File: config.mk
export PLATFORM = sky130hd
export DESIGN_NAME = quaternion_to_euler_angles_top
export DESIGN_NICKNAME = d
export VERILOG_FILES = /design/src/hdl/qte_pkg.sv /design/src/hdl/qte_isqrt.sv /design/src/hdl/qte_cordic.sv /design/src/hdl/qte_dp.sv /design/src/hdl/qte_ctrl.sv /design/src/hdl/quaternion_to_euler_angles_top.sv
export SDC_FILE = /design/constraint.sdc
export NUM_CORES = 2
export LEC_CHECK = 0
export BUFFER_PORTS_ARGS = -buffer_cell sky130_fd_sc_hd__buf_2
export CAP_MARGIN = 15
export CORE_MARGIN = 2
export CORE_UTILIZATION = 45
export CTS_CLUSTER_DIAMETER = 50
export DETAILED_ROUTE_END_ITERATION = 12
export HOLD_SLACK_MARGIN = 0.08
export PLACE_DENSITY = 0.67
export REMOVE_ABC_BUFFERS = 1
export SLEW_MARGIN = 5
export SYNTH_ARGS = -nofsm -noshare
export SYNTH_HDL_FRONTEND = slang
export SYNTH_SLANG_ARGS = --single-unit
File: constraint.sdc
create_clock -name aclk -period 16.4 [get_ports aclk]
set_input_delay 0.82 -clock aclk [delete_from_list [all_inputs] [get_ports aclk]]
set_output_delay 0.82 -clock aclk [all_outputs]
set_load 0.05 [all_outputs]
File: src/hdl/qte_pkg.sv
// shared types, widths, constants and the cordic arctangent table
// no dependencies
package qte_pkg;

    localparam int QUAT_W          = 16;
    localparam int ANG_W           = 16;
    localparam int ACC_W           = 36;  // q.28 sums, |v| < 2^35
    localparam int MUL_W           = 29;
    localparam int PROD_W          = 2 * MUL_W;
    localparam int CRD_W           = 37;  // cordic x/y with gain headroom
    localparam int Z_W             = 33;  // angle accumulator, 2^31 = pi
    localparam int ROOT_W          = 29;
    localparam int RAD_W           = 2 * ROOT_W;
    localparam int REM_W           = ROOT_W + 2;
    localparam int SQRT_STEPS      = ROOT_W;
    localparam int ATAN_IDX_W      = 5;
    localparam int TERM_W          = 4;
    localparam int CORDIC_ITER_DEF = 16;

    localparam logic signed [ACC_W-1:0] ONE_Q28    = ACC_W'(64'sd268435456);
    localparam logic signed [Z_W-1:0]   Z_HALF_PI  = Z_W'(64'sd1073741824);
    localparam logic signed [Z_W-1:0]   BAM_ROUND  = Z_W'(64'sd32768);
    localparam logic signed [Z_W-1:0]   Z_ANG_MAX  = Z_W'(64'sd16384);
    localparam logic signed [ANG_W-1:0] ANG_PI_2   = ANG_W'(32'sd16384);
    localparam logic [RAD_W-1:0]        RAD_ONE    = RAD_W'(1) << 56;

    // product terms, in issue order
    typedef enum logic [TERM_W-1:0] {
        TERM_WX   = 4'd0,
        TERM_YZ   = 4'd1,
        TERM_XX   = 4'd2,
        TERM_ZZ_X = 4'd3,
        TERM_WY   = 4'd4,
        TERM_XZ   = 4'd5,
        TERM_YY   = 4'd6,
        TERM_ZZ_Y = 4'd7,
        TERM_WZ   = 4'd8,
        TERM_YX   = 4'd9,
        TERM_SS   = 4'd10
    } term_t;

    // which angle the cordic is working on
    typedef enum logic [1:0] {
        SRC_X = 2'd0,
        SRC_Y = 2'd1,
        SRC_Z = 2'd2
    } src_t;

    typedef struct packed {
        logic                  load;
        logic                  mul_en;
        term_t                 term;
        logic                  crd_load;
        logic                  crd_step;
        src_t                  src;
        logic [ATAN_IDX_W-1:0] iter;
        logic                  sqrt_load;
        logic                  sqrt_step;
        logic                  res_save;
        logic                  res_sat;
    } dp_cmd_t;

    typedef struct packed {
        logic asin_sat;
    } dp_stat_t;

    // atan(2^-i), 2^31 = pi
    function automatic logic signed [Z_W-1:0] atan_lookup(input logic [ATAN_IDX_W-1:0] idx);
        logic signed [Z_W-1:0] v;
        case (idx)
            5'd0:    v = Z_W'(64'sd536870912);
            5'd1:    v = Z_W'(64'sd316933406);
            5'd2:    v = Z_W'(64'sd167458907);
            5'd3:    v = Z_W'(64'sd85004756);
            5'd4:    v = Z_W'(64'sd42667331);
            5'd5:    v = Z_W'(64'sd21354465);
            5'd6:    v = Z_W'(64'sd10679838);
            5'd7:    v = Z_W'(64'sd5340245);
            5'd8:    v = Z_W'(64'sd2670163);
            5'd9:    v = Z_W'(64'sd1335087);
            5'd10:   v = Z_W'(64'sd667544);
            5'd11:   v = Z_W'(64'sd333772);
            5'd12:   v = Z_W'(64'sd166886);
            5'd13:   v = Z_W'(64'sd83443);
            5'd14:   v = Z_W'(64'sd41722);
            5'd15:   v = Z_W'(64'sd20861);
            5'd16:   v = Z_W'(64'sd10430);
            5'd17:   v = Z_W'(64'sd5215);
            5'd18:   v = Z_W'(64'sd2608);
            5'd19:   v = Z_W'(64'sd1304);
            5'd20:   v = Z_W'(64'sd652);
            5'd21:   v = Z_W'(64'sd326);
            5'd22:   v = Z_W'(64'sd163);
            5'd23:   v = Z_W'(64'sd81);
            default: v = '0;
        endcase
        return v;
    endfunction

endpackage

File: src/hdl/qte_isqrt.sv
// bit-pair restoring integer square root, one result bit per step
// depends on qte_pkg
module qte_isqrt (
    input  logic                        aclk,
    input  logic                        load,
    input  logic                        step,
    input  logic [qte_pkg::RAD_W-1:0]   rad_in,
    output logic [qte_pkg::ROOT_W-1:0]  root
);
    import qte_pkg::*;

    logic [RAD_W-1:0]  rad_reg;
    logic [REM_W-1:0]  rem_reg;
    logic [ROOT_W-1:0] root_reg;
    logic [REM_W+1:0]  rem_t;
    logic [REM_W+1:0]  trial;
    logic              fits;

    assign rem_t = {rem_reg, rad_reg[RAD_W-1 -: 2]};
    assign trial = {2'b00, root_reg, 2'b01};
    assign fits  = (rem_t >= trial);

    always_ff @(posedge aclk) begin
        if (load) begin
            rad_reg  <= rad_in;
            rem_reg  <= '0;
            root_reg <= '0;
        end else if (step) begin
            rad_reg  <= {rad_reg[RAD_W-3:0], 2'b00};
            if (fits) begin
                rem_reg  <= REM_W'(rem_t - trial);
                root_reg <= {root_reg[ROOT_W-2:0], 1'b1};
            end else begin
                rem_reg  <= REM_W'(rem_t);
                root_reg <= {root_reg[ROOT_W-2:0], 1'b0};
            end
        end
    end

    assign root = root_reg;

endmodule

File: src/hdl/qte_cordic.sv
// vectoring cordic for atan2, one micro-rotation per step
// depends on qte_pkg
module qte_cordic (
    input  logic                                aclk,
    input  logic                                load,
    input  logic                                step,
    input  logic [qte_pkg::ATAN_IDX_W-1:0]      iter,
    input  logic signed [qte_pkg::ACC_W-1:0]    y_in,
    input  logic signed [qte_pkg::ACC_W-1:0]    x_in,
    output logic signed [qte_pkg::Z_W-1:0]      z_out
);
    import qte_pkg::*;

    logic signed [CRD_W-1:0] x_reg, y_reg;
    logic signed [Z_W-1:0]   z_reg;
    logic                    zero_reg;
    logic signed [CRD_W-1:0] xe, ye, xs, ys;
    logic signed [Z_W-1:0]   at;

    assign xe = CRD_W'(x_in);
    assign ye = CRD_W'(y_in);
    assign xs = x_reg >>> iter;
    assign ys = y_reg >>> iter;
    assign at = atan_lookup(iter);

    always_ff @(posedge aclk) begin
        if (load) begin
            zero_reg <= (x_in == '0) && (y_in == '0);
            // left half plane: rotate by a quarter turn first
            if (x_in < 0) begin
                if (y_in >= 0) begin
                    x_reg <= ye;
                    y_reg <= -xe;
                    z_reg <= Z_HALF_PI;
                end else begin
                    x_reg <= -ye;
                    y_reg <= xe;
                    z_reg <= -Z_HALF_PI;
                end
            end else begin
                x_reg <= xe;
                y_reg <= ye;
                z_reg <= '0;
            end
        end else if (step) begin
            if (y_reg > 0) begin
                x_reg <= x_reg + ys;
                y_reg <= y_reg - xs;
                z_reg <= z_reg + at;
            end else begin
                x_reg <= x_reg - ys;
                y_reg <= y_reg + xs;
                z_reg <= z_reg - at;
            end
        end
    end

    // both operands zero gives angle zero
    assign z_out = zero_reg ? '0 : z_reg;

endmodule

File: src/hdl/qte_dp.sv
// datapath: product terms, sums, square root and cordic, angle rounding
// depends on qte_pkg, qte_cordic, qte_isqrt
module qte_dp (
    input  logic                                aclk,
    input  logic                                aresetn,
    input  qte_pkg::dp_cmd_t                    cmd,
    input  logic signed [qte_pkg::QUAT_W-1:0]   quat_x,
    input  logic signed [qte_pkg::QUAT_W-1:0]   quat_y,
    input  logic signed [qte_pkg::QUAT_W-1:0]   quat_z,
    input  logic signed [qte_pkg::QUAT_W-1:0]   quat_w,
    output qte_pkg::dp_stat_t                   stat,
    output logic signed [qte_pkg::ANG_W-1:0]    angle_x,
    output logic signed [qte_pkg::ANG_W-1:0]    angle_y,
    output logic signed [qte_pkg::ANG_W-1:0]    angle_z
);
    import qte_pkg::*;

    logic signed [QUAT_W-1:0] qx_reg, qy_reg, qz_reg, qw_reg;
    logic signed [ACC_W-1:0]  nx_reg, dx_reg, ny_reg, dy_reg, s_reg;
    logic signed [PROD_W-1:0] prod_reg;
    term_t                    tag_reg;
    logic                     prod_vld_reg, prod_vld_next;
    logic signed [ANG_W-1:0]  ang_x_reg, ang_y_reg, ang_z_reg;

    logic signed [MUL_W-1:0]  mul_a, mul_b;
    logic signed [ACC_W-1:0]  p2;
    logic signed [ACC_W-1:0]  crd_y, crd_x;
    logic signed [Z_W-1:0]    crd_z;
    logic signed [Z_W-1:0]    bam;
    logic [RAD_W-1:0]         rad;
    logic [ROOT_W-1:0]        root;

    // operand selection for the shared multiplier
    always_comb begin
        mul_a = MUL_W'(qw_reg);
        mul_b = MUL_W'(qx_reg);
        case (cmd.term)
            TERM_WX:   begin mul_a = MUL_W'(qw_reg); mul_b = MUL_W'(qx_reg); end
            TERM_YZ:   begin mul_a = MUL_W'(qy_reg); mul_b = MUL_W'(qz_reg); end
            TERM_XX:   begin mul_a = MUL_W'(qx_reg); mul_b = MUL_W'(qx_reg); end
            TERM_ZZ_X: begin mul_a = MUL_W'(qz_reg); mul_b = MUL_W'(qz_reg); end
            TERM_WY:   begin mul_a = MUL_W'(qw_reg); mul_b = MUL_W'(qy_reg); end
            TERM_XZ:   begin mul_a = MUL_W'(qx_reg); mul_b = MUL_W'(qz_reg); end
            TERM_YY:   begin mul_a = MUL_W'(qy_reg); mul_b = MUL_W'(qy_reg); end
            TERM_ZZ_Y: begin mul_a = MUL_W'(qz_reg); mul_b = MUL_W'(qz_reg); end
            TERM_WZ:   begin mul_a = MUL_W'(qw_reg); mul_b = MUL_W'(qz_reg); end
            TERM_YX:   begin mul_a = MUL_W'(qy_reg); mul_b = MUL_W'(qx_reg); end
            TERM_SS:   begin
                mul_a = $signed(s_reg[MUL_W-1:0]);
                mul_b = $signed(s_reg[MUL_W-1:0]);
            end
            default:   begin mul_a = '0; mul_b = '0; end
        endcase
    end

    // twice the registered product
    assign p2 = $signed({prod_reg[ACC_W-2:0], 1'b0});

    assign prod_vld_next = cmd.mul_en;

    always_ff @(posedge aclk) begin
        if (!aresetn) begin
            prod_vld_reg <= 1'b0;
        end else begin
            prod_vld_reg <= prod_vld_next;
        end
    end

    always_ff @(posedge aclk) begin
        if (cmd.load) begin
            qx_reg <= quat_x;
            qy_reg <= quat_y;
            qz_reg <= quat_z;
            qw_reg <= quat_w;
        end
        if (cmd.mul_en) begin
            prod_reg <= mul_a * mul_b;
            tag_reg  <= cmd.term;
        end
    end

    // running sums in q.28
    always_ff @(posedge aclk) begin
        if (cmd.load) begin
            nx_reg <= '0;
            dx_reg <= ONE_Q28;
            ny_reg <= '0;
            dy_reg <= ONE_Q28;
            s_reg  <= '0;
        end else if (prod_vld_reg) begin
            case (tag_reg)
                TERM_WX, TERM_YZ:   nx_reg <= nx_reg + p2;
                TERM_XX, TERM_ZZ_X: dx_reg <= dx_reg - p2;
                TERM_WY, TERM_XZ:   ny_reg <= ny_reg + p2;
                TERM_YY, TERM_ZZ_Y: dy_reg <= dy_reg - p2;
                TERM_WZ:            s_reg  <= s_reg + p2;
                TERM_YX:            s_reg  <= s_reg - p2;
                default:            ;
            endcase
        end
    end

    assign stat.asin_sat = (s_reg >= ONE_Q28) || (s_reg <= -ONE_Q28);

    // radicand 1 - s^2 in q.56
    assign rad = RAD_ONE - RAD_W'(prod_reg);

    qte_isqrt u_isqrt (
        .aclk   (aclk),
        .load   (cmd.sqrt_load),
        .step   (cmd.sqrt_step),
        .rad_in (rad),
        .root   (root)
    );

    always_comb begin
        crd_y = nx_reg;
        crd_x = dx_reg;
        case (cmd.src)
            SRC_X:   begin crd_y = nx_reg; crd_x = dx_reg; end
            SRC_Y:   begin crd_y = ny_reg; crd_x = dy_reg; end
            SRC_Z:   begin crd_y = s_reg;  crd_x = $signed({{(ACC_W-ROOT_W){1'b0}}, root}); end
            default: begin crd_y = '0;     crd_x = '0; end
        endcase
    end

    qte_cordic u_cordic (
        .aclk  (aclk),
        .load  (cmd.crd_load),
        .step  (cmd.crd_step),
        .iter  (cmd.iter),
        .y_in  (crd_y),
        .x_in  (crd_x),
        .z_out (crd_z)
    );

    // round half up to 16-bit binary angle
    assign bam = (crd_z + BAM_ROUND) >>> 16;

    always_ff @(posedge aclk) begin
        if (cmd.res_sat) begin
            ang_z_reg <= (s_reg > 0) ? ANG_PI_2 : -ANG_PI_2;
        end else if (cmd.res_save) begin
            case (cmd.src)
                SRC_X: ang_x_reg <= bam[ANG_W-1:0];
                SRC_Y: ang_y_reg <= bam[ANG_W-1:0];
                SRC_Z: begin
                    if (bam > Z_ANG_MAX) begin
                        ang_z_reg <= ANG_PI_2;
                    end else if (bam < -Z_ANG_MAX) begin
                        ang_z_reg <= -ANG_PI_2;
                    end else begin
                        ang_z_reg <= bam[ANG_W-1:0];
                    end
                end
                default: ;
            endcase
        end
    end

    assign angle_x = ang_x_reg;
    assign angle_y = ang_y_reg;
    assign angle_z = ang_z_reg;

endmodule

File: src/hdl/qte_ctrl.sv
// controller: sequences products, cordic passes and the square root
// depends on qte_pkg
module qte_ctrl #(
    parameter int CORDIC_ITERATIONS = qte_pkg::CORDIC_ITER_DEF
) (
    input  logic               aclk,
    input  logic               aresetn,
    input  logic               s_valid,
    output logic               s_ready,
    input  logic               out_free,
    output logic               out_load,
    input  qte_pkg::dp_stat_t  stat,
    output qte_pkg::dp_cmd_t   cmd
);
    import qte_pkg::*;

    localparam int CNT_W = ($clog2(CORDIC_ITERATIONS) > ATAN_IDX_W) ?
                           $clog2(CORDIC_ITERATIONS) : ATAN_IDX_W;
    localparam logic [CNT_W-1:0] CNT_ITER_LAST = CNT_W'(CORDIC_ITERATIONS - 1);
    localparam logic [CNT_W-1:0] CNT_SQRT_LAST = CNT_W'(SQRT_STEPS - 1);
    localparam logic [CNT_W-1:0] CNT_TERM_LAST = CNT_W'(TERM_YX);

    typedef enum logic [9:0] {
        ST_IDLE  = 10'b00_0000_0001,
        ST_MUL   = 10'b00_0000_0010,
        ST_ACC   = 10'b00_0000_0100,
        ST_CLOAD = 10'b00_0000_1000,
        ST_CRUN  = 10'b00_0001_0000,
        ST_CSAVE = 10'b00_0010_0000,
        ST_ACHK  = 10'b00_0100_0000,
        ST_SQW   = 10'b00_1000_0000,
        ST_SQRT  = 10'b01_0000_0000,
        ST_FIN   = 10'b10_0000_0000
    } state_t;

    state_t           state_reg, state_next;
    logic [CNT_W-1:0] cnt_reg, cnt_next;
    src_t             src_reg, src_next;

    always_ff @(posedge aclk) begin
        if (!aresetn) begin
            state_reg <= ST_IDLE;
            cnt_reg   <= '0;
            src_reg   <= SRC_X;
        end else begin
            state_reg <= state_next;
            cnt_reg   <= cnt_next;
            src_reg   <= src_next;
        end
    end

    always_comb begin
        state_next = state_reg;
        cnt_next   = cnt_reg;
        src_next   = src_reg;
        s_ready    = 1'b0;
        out_load   = 1'b0;
        cmd        = '0;
        cmd.src    = src_reg;
        cmd.iter   = cnt_reg[ATAN_IDX_W-1:0];
        cmd.term   = term_t'(cnt_reg[TERM_W-1:0]);
        case (state_reg)
            ST_IDLE: begin
                s_ready = 1'b1;
                if (s_valid) begin
                    cmd.load   = 1'b1;
                    cnt_next   = '0;
                    state_next = ST_MUL;
                end
            end
            ST_MUL: begin
                cmd.mul_en = 1'b1;
                if (cnt_reg == CNT_TERM_LAST) begin
                    cnt_next   = '0;
                    state_next = ST_ACC;
                end else begin
                    cnt_next = cnt_reg + 1'b1;
                end
            end
            ST_ACC: begin
                src_next   = SRC_X;
                state_next = ST_CLOAD;
            end
            ST_CLOAD: begin
                cmd.crd_load = 1'b1;
                cnt_next     = '0;
                state_next   = ST_CRUN;
            end
            ST_CRUN: begin
                cmd.crd_step = 1'b1;
                if (cnt_reg == CNT_ITER_LAST) begin
                    state_next = ST_CSAVE;
                end else begin
                    cnt_next = cnt_reg + 1'b1;
                end
            end
            ST_CSAVE: begin
                cmd.res_save = 1'b1;
                case (src_reg)
                    SRC_X: begin
                        src_next   = SRC_Y;
                        state_next = ST_CLOAD;
                    end
                    SRC_Y:   state_next = ST_ACHK;
                    default: state_next = ST_FIN;
                endcase
            end
            ST_ACHK: begin
                if (stat.asin_sat) begin
                    cmd.res_sat = 1'b1;
                    state_next  = ST_FIN;
                end else begin
                    cmd.mul_en = 1'b1;
                    cmd.term   = TERM_SS;
                    state_next = ST_SQW;
                end
            end
            ST_SQW: begin
                cmd.sqrt_load = 1'b1;
                cnt_next      = '0;
                state_next    = ST_SQRT;
            end
            ST_SQRT: begin
                cmd.sqrt_step = 1'b1;
                if (cnt_reg == CNT_SQRT_LAST) begin
                    src_next   = SRC_Z;
                    state_next = ST_CLOAD;
                end else begin
                    cnt_next = cnt_reg + 1'b1;
                end
            end
            ST_FIN: begin
                if (out_free) begin
                    out_load   = 1'b1;
                    state_next = ST_IDLE;
                end
            end
            default: state_next = ST_IDLE;
        endcase
    end

endmodule

File: src/hdl/quaternion_to_euler_angles_top.sv
// top level of the quaternion to euler angle converter
// depends on qte_pkg, qte_ctrl, qte_dp (with qte_cordic, qte_isqrt)
//
//   channel | ports                              | direction | transaction
//   --------+------------------------------------+-----------+---------------------
//   s_      | s_valid s_ready s_quat_x/y/z/w     | in        | one quaternion q2.14
//   m_      | m_valid m_ready m_angle_x/y/z      | out       | three binary angles
//
// one transaction at a time: the controller walks ten product terms through one
// shared multiplier, then three vectoring cordic passes of CORDIC_ITERATIONS steps
// each with a 29-step square root before the last one; when the arcsine argument
// saturates, the square root and the last pass are skipped
// reset (aresetn low, synchronous) empties the result register and idles the fsm
// a held result in the output register keeps the fsm in its final state, so the
// next quaternion is not accepted until the result slot frees
module quaternion_to_euler_angles_top #(
    parameter int CORDIC_ITERATIONS = qte_pkg::CORDIC_ITER_DEF
) (
    input  logic                                aclk,
    input  logic                                aresetn,
    input  logic                                s_valid,
    output logic                                s_ready,
    input  logic signed [qte_pkg::QUAT_W-1:0]   s_quat_x,
    input  logic signed [qte_pkg::QUAT_W-1:0]   s_quat_y,
    input  logic signed [qte_pkg::QUAT_W-1:0]   s_quat_z,
    input  logic signed [qte_pkg::QUAT_W-1:0]   s_quat_w,
    output logic                                m_valid,
    input  logic                                m_ready,
    output logic signed [qte_pkg::ANG_W-1:0]    m_angle_x,
    output logic signed [qte_pkg::ANG_W-1:0]    m_angle_y,
    output logic signed [qte_pkg::ANG_W-1:0]    m_angle_z
);
    import qte_pkg::*;

    dp_cmd_t                 cmd;
    dp_stat_t                stat;
    logic                    out_free;
    logic                    out_load;
    logic signed [ANG_W-1:0] res_x, res_y, res_z;

    // output register
    logic                    m_valid_reg, m_valid_next;
    logic signed [ANG_W-1:0] m_angle_x_reg, m_angle_y_reg, m_angle_z_reg;

    // slot is free when empty or being drained this cycle
    assign out_free = !m_valid_reg || m_ready;

    qte_ctrl #(
        .CORDIC_ITERATIONS (CORDIC_ITERATIONS)
    ) u_ctrl (
        .aclk     (aclk),
        .aresetn  (aresetn),
        .s_valid  (s_valid),
        .s_ready  (s_ready),
        .out_free (out_free),
        .out_load (out_load),
        .stat     (stat),
        .cmd      (cmd)
    );

    qte_dp u_dp (
        .aclk    (aclk),
        .aresetn (aresetn),
        .cmd     (cmd),
        .quat_x  (s_quat_x),
        .quat_y  (s_quat_y),
        .quat_z  (s_quat_z),
        .quat_w  (s_quat_w),
        .stat    (stat),
        .angle_x (res_x),
        .angle_y (res_y),
        .angle_z (res_z)
    );

    always_comb begin
        m_valid_next = m_valid_reg;
        if (out_load) begin
            m_valid_next = 1'b1;
        end else if (m_ready) begin
            m_valid_next = 1'b0;
        end
    end

    always_ff @(posedge aclk) begin
        if (!aresetn) begin
            m_valid_reg <= 1'b0;
        end else begin
            m_valid_reg <= m_valid_next;
        end
    end

    // payload only moves on a load, so it holds while stalled
    always_ff @(posedge aclk) begin
        if (out_load) begin
            m_angle_x_reg <= res_x;
            m_angle_y_reg <= res_y;
            m_angle_z_reg <= res_z;
        end
    end

    assign m_valid   = m_valid_reg;
    assign m_angle_x = m_angle_x_reg;
    assign m_angle_y = m_angle_y_reg;
    assign m_angle_z = m_angle_z_reg;

endmodule

==> metrics.md <==
| Metric | Value |
|---|---|
| Starting density of the core | 0.454 |
| Synth Flop Type | edfxtp_1 |
| Reg-to-reg startpoint | u_ctrl.state_reg[7]$_SDFFE_PN0P_ |
| Core ar. | 0.181 mm² |
| Routed vias/inst | 6.03 |
| Simple-gate share of the synthesized area | 0.163 |
| Syn Area/Cell | 8.71 µm² |
| Routed WL per cell | 24.0 µm |
| Die W | 431 µm |
| Arr. time, crit path | 13.42 ns |
| Layout cells sized above 1 | 0.0711 |
| Detailed-router iteration count before antenna repair | 7 |
| Syn. warnings | 0 |
| CTS Root Buffer Type | clkbuf_16 |
| # IOs | 118 |
| Synth Area in XOR/XNOR | 0.0594 |
| Die area | 0.186 mm² |
| RSZ-0062 raised after global routing | false |
| Max Fclk | 77.3 MHz |
| Mapped Area | 0.0821 mm² |
| Initial antenna violation count | 17 |
| WL final | 283 mm |
| Post-CTS Hold Fix Bufs | 0 |
| Tcrit/Tclk final | 0.789 |
| Htree depth | 3 |
| CTS tree | built |
| Reg clk slew, reported paths | 0.06 ns |
| Gr usage total | 0.300 |
| Via count | 71212 |
| Mapped Cells | 9431 |
| Post-route ant nets | 0 |
| # DRC | 0 |
| Worst slew margin relative to its limit | 0.152 |
| Slew @ Worst Pin | 1.27 ns |
| Grt total ovfl | 0 |
| # setup viols final | 0 |
| Minimum clock period | 12.94 ns |
| Slew Viols, Final | 0 |
| Register area share after synthesis | 0.211 |
| Hold Path End | u_dp.qz_reg[7]$_DFFE_PP_ |
| Die span in y | 431 µm |
| Adder-cell share of the synthesized area | 0.297 |
| Worst reg2reg setup slack | 3.46 ns |
| First-pass GRT wire length | 428 mm |
| Post-synth EDFFs | 388 |
| Critical path type | reg -> reg |
| Most frequent cells in the layout | 1222 x nand2_1, 1133 x inv_1, 909 x fa_1, 885 x nor2_1, 607 x a21oi_1 |
| Critical path's most frequent cell | fa_1 |
| Clock skew | 0.0646 ns |
| Post-CTS Setup Inserts | 0 |
| Final net count | 10822 |
| DP HPWL | 220 mm |
| Ys async rst share | 0 |
| Hold depth | 1 |
| DRT iter0 DRCs | 6999 |
| Hold Crit Start | s_quat_z[7] |
| Critical Path End Type | register |
| Reg-to-reg endpoint | u_dp.prod_reg[50]$_DFFE_PP_ |
| CTS Buffer Depth | 3 |
| Max stage delay cell, worst path | a311oi_1 |
| CTS buffer count | 97 |
| TNS Setup | 0 ns |
| Worst skew pair latency | 0.76 ns |
| Max incr delay on CP | 0.90 ns |
| Yosys cell types | 98 |
| Port-buffer cells | 117 |
| Rows | 156 |
| Status | completed |
| Number of global-route vias before repair | 71483 |
| Crit Path Max Fanout | 16 |
| Syn-to-layout area delta | 7.92% |
| Compound-gate portion of the synthesized area | 0.147 |
| MaxCap Viol Count | 0 |
| HP Class | in -> reg |
| Mux share of post-synthesis cell area | 0.0484 |
| Largest net degree at the start of global routing | 101 |
| Placer Congestion | 0.995 |
| Critical Path RT | 16.88 ns |
| Hold Vio Cnt, Final | 0 |
| Synth area leaders | fa_1 22%, edfxtp_1 14%, ha_1 7.5% |
| CP Launch Type | register |
| Combinational family with the most area after synthesis | adder cells |
| Yosys top cell area share | 0.222 |
| Largest area contributor in the netlist | fa_1 |
| R2R cell count | 36 |
| Clock tree sinks | 672 |
| Commonest non-fill, non-tap cell in the layout | nand2_1 |
| Register bit total from synthesis | 672 |
| Cts repair resizes | 0 |
## synth_stat cells (85+ instances only)
| cell type | count |
|---|---|
| a21o_1 | 187 |
| xnor2_1 | 353 |
| nand2b_1 | 101 |
| ha_1 | 495 |
| edfxtp_1 | 388 |
| xor2_1 | 204 |
| mux2i_1 | 160 |
| o21ai_0 | 431 |
| clkbuf_1 | 331 |
| inv_1 | 1135 |
| nand2_1 | 1224 |
| nor2b_1 | 85 |
| nor3_1 | 129 |
| dfxtp_1 | 284 |
| a21oi_1 | 616 |
| fa_1 | 909 |
| nor2_1 | 891 |
| nand3_1 | 144 |
## per-layer routing
metal,track usage,share of wire
met1,0.369,0.37
met2,0.494,0.46
met3,0.0533,0.094
met4,0.178,0.069
met5,0,0.00040
## critical path, delay by kind of cell, from the launching register on
family | cells | cell delay [ns]
AOI/OAI and AO/OA | 11 | 4.38
adders and majority gates | 9 | 4.31
buffers and inverters | 6 | 0.67
DFF | 1 | 0.36
and+or+nand+nor | 10 | 2.92
## layout make-up
cell class	instances	area (µm²)
inverter	1141	4290
clock buffer	120	2580
antenna	5	12.5
fill	17024	92300
tap	2370	2970
clock inverter	64	821
sequential	672	17400
multi-input combinational	7185	59000
timing repair buffer	253	1610
## metrics by stage
step	area, µm²	hold slack (ns)	util	instances	setup slack [ns]
after global placement	85200	0.404	0.471	11620	3.89
after global routing	88600	0.228	0.490	11807	2.96
after CTS	88600	0.205	0.490	11805	3.66
after detailed placement	85200	0.405	0.471	11621	3.72
final	88600	0.246	0.490	11810	3.46
after floorplan	80300	0.400	-	8998	1.51
## cells by family after synthesis
| group | after synthesis |
|---|---|
| flip-flops | 672 |
| AND/OR/NAND/NOR | 3001 |
| multiplexers | 289 |
| adder cells (fa/ha/maj) | 1405 |
| buffers and inverters | 1574 |
| AO/OA/AOI/OAI | 1933 |
| XOR/XNOR | 557 |
## worst max path at each step
stage	start	end	depth (start not counted)
2_1_floorplan	u_ctrl.cnt_reg[1]$_SDFFE_PN0P_	u_dp.prod_reg[55]$_DFFE_PP_	29
3_3_place_gp	u_ctrl.state_reg[7]$_SDFFE_PN0P_	u_dp.prod_reg[52]$_DFFE_PP_	37
3_5_place_dp	u_ctrl.state_reg[7]$_SDFFE_PN0P_	u_dp.prod_reg[52]$_DFFE_PP_	37
4_1_cts	u_ctrl.state_reg[8]$_SDFFE_PN0P_	u_dp.prod_reg[52]$_DFFE_PP_	37
5_1_grt	u_ctrl.state_reg[7]$_SDFFE_PN0P_	u_dp.prod_reg[52]$_DFFE_PP_	37
6_report	u_ctrl.state_reg[7]$_SDFFE_PN0P_	u_dp.prod_reg[50]$_DFFE_PP_	36
Power is left out: the tool's default activity adds up to more than one toggle a clock period on the data nets, which glitch-free logic cannot reach.
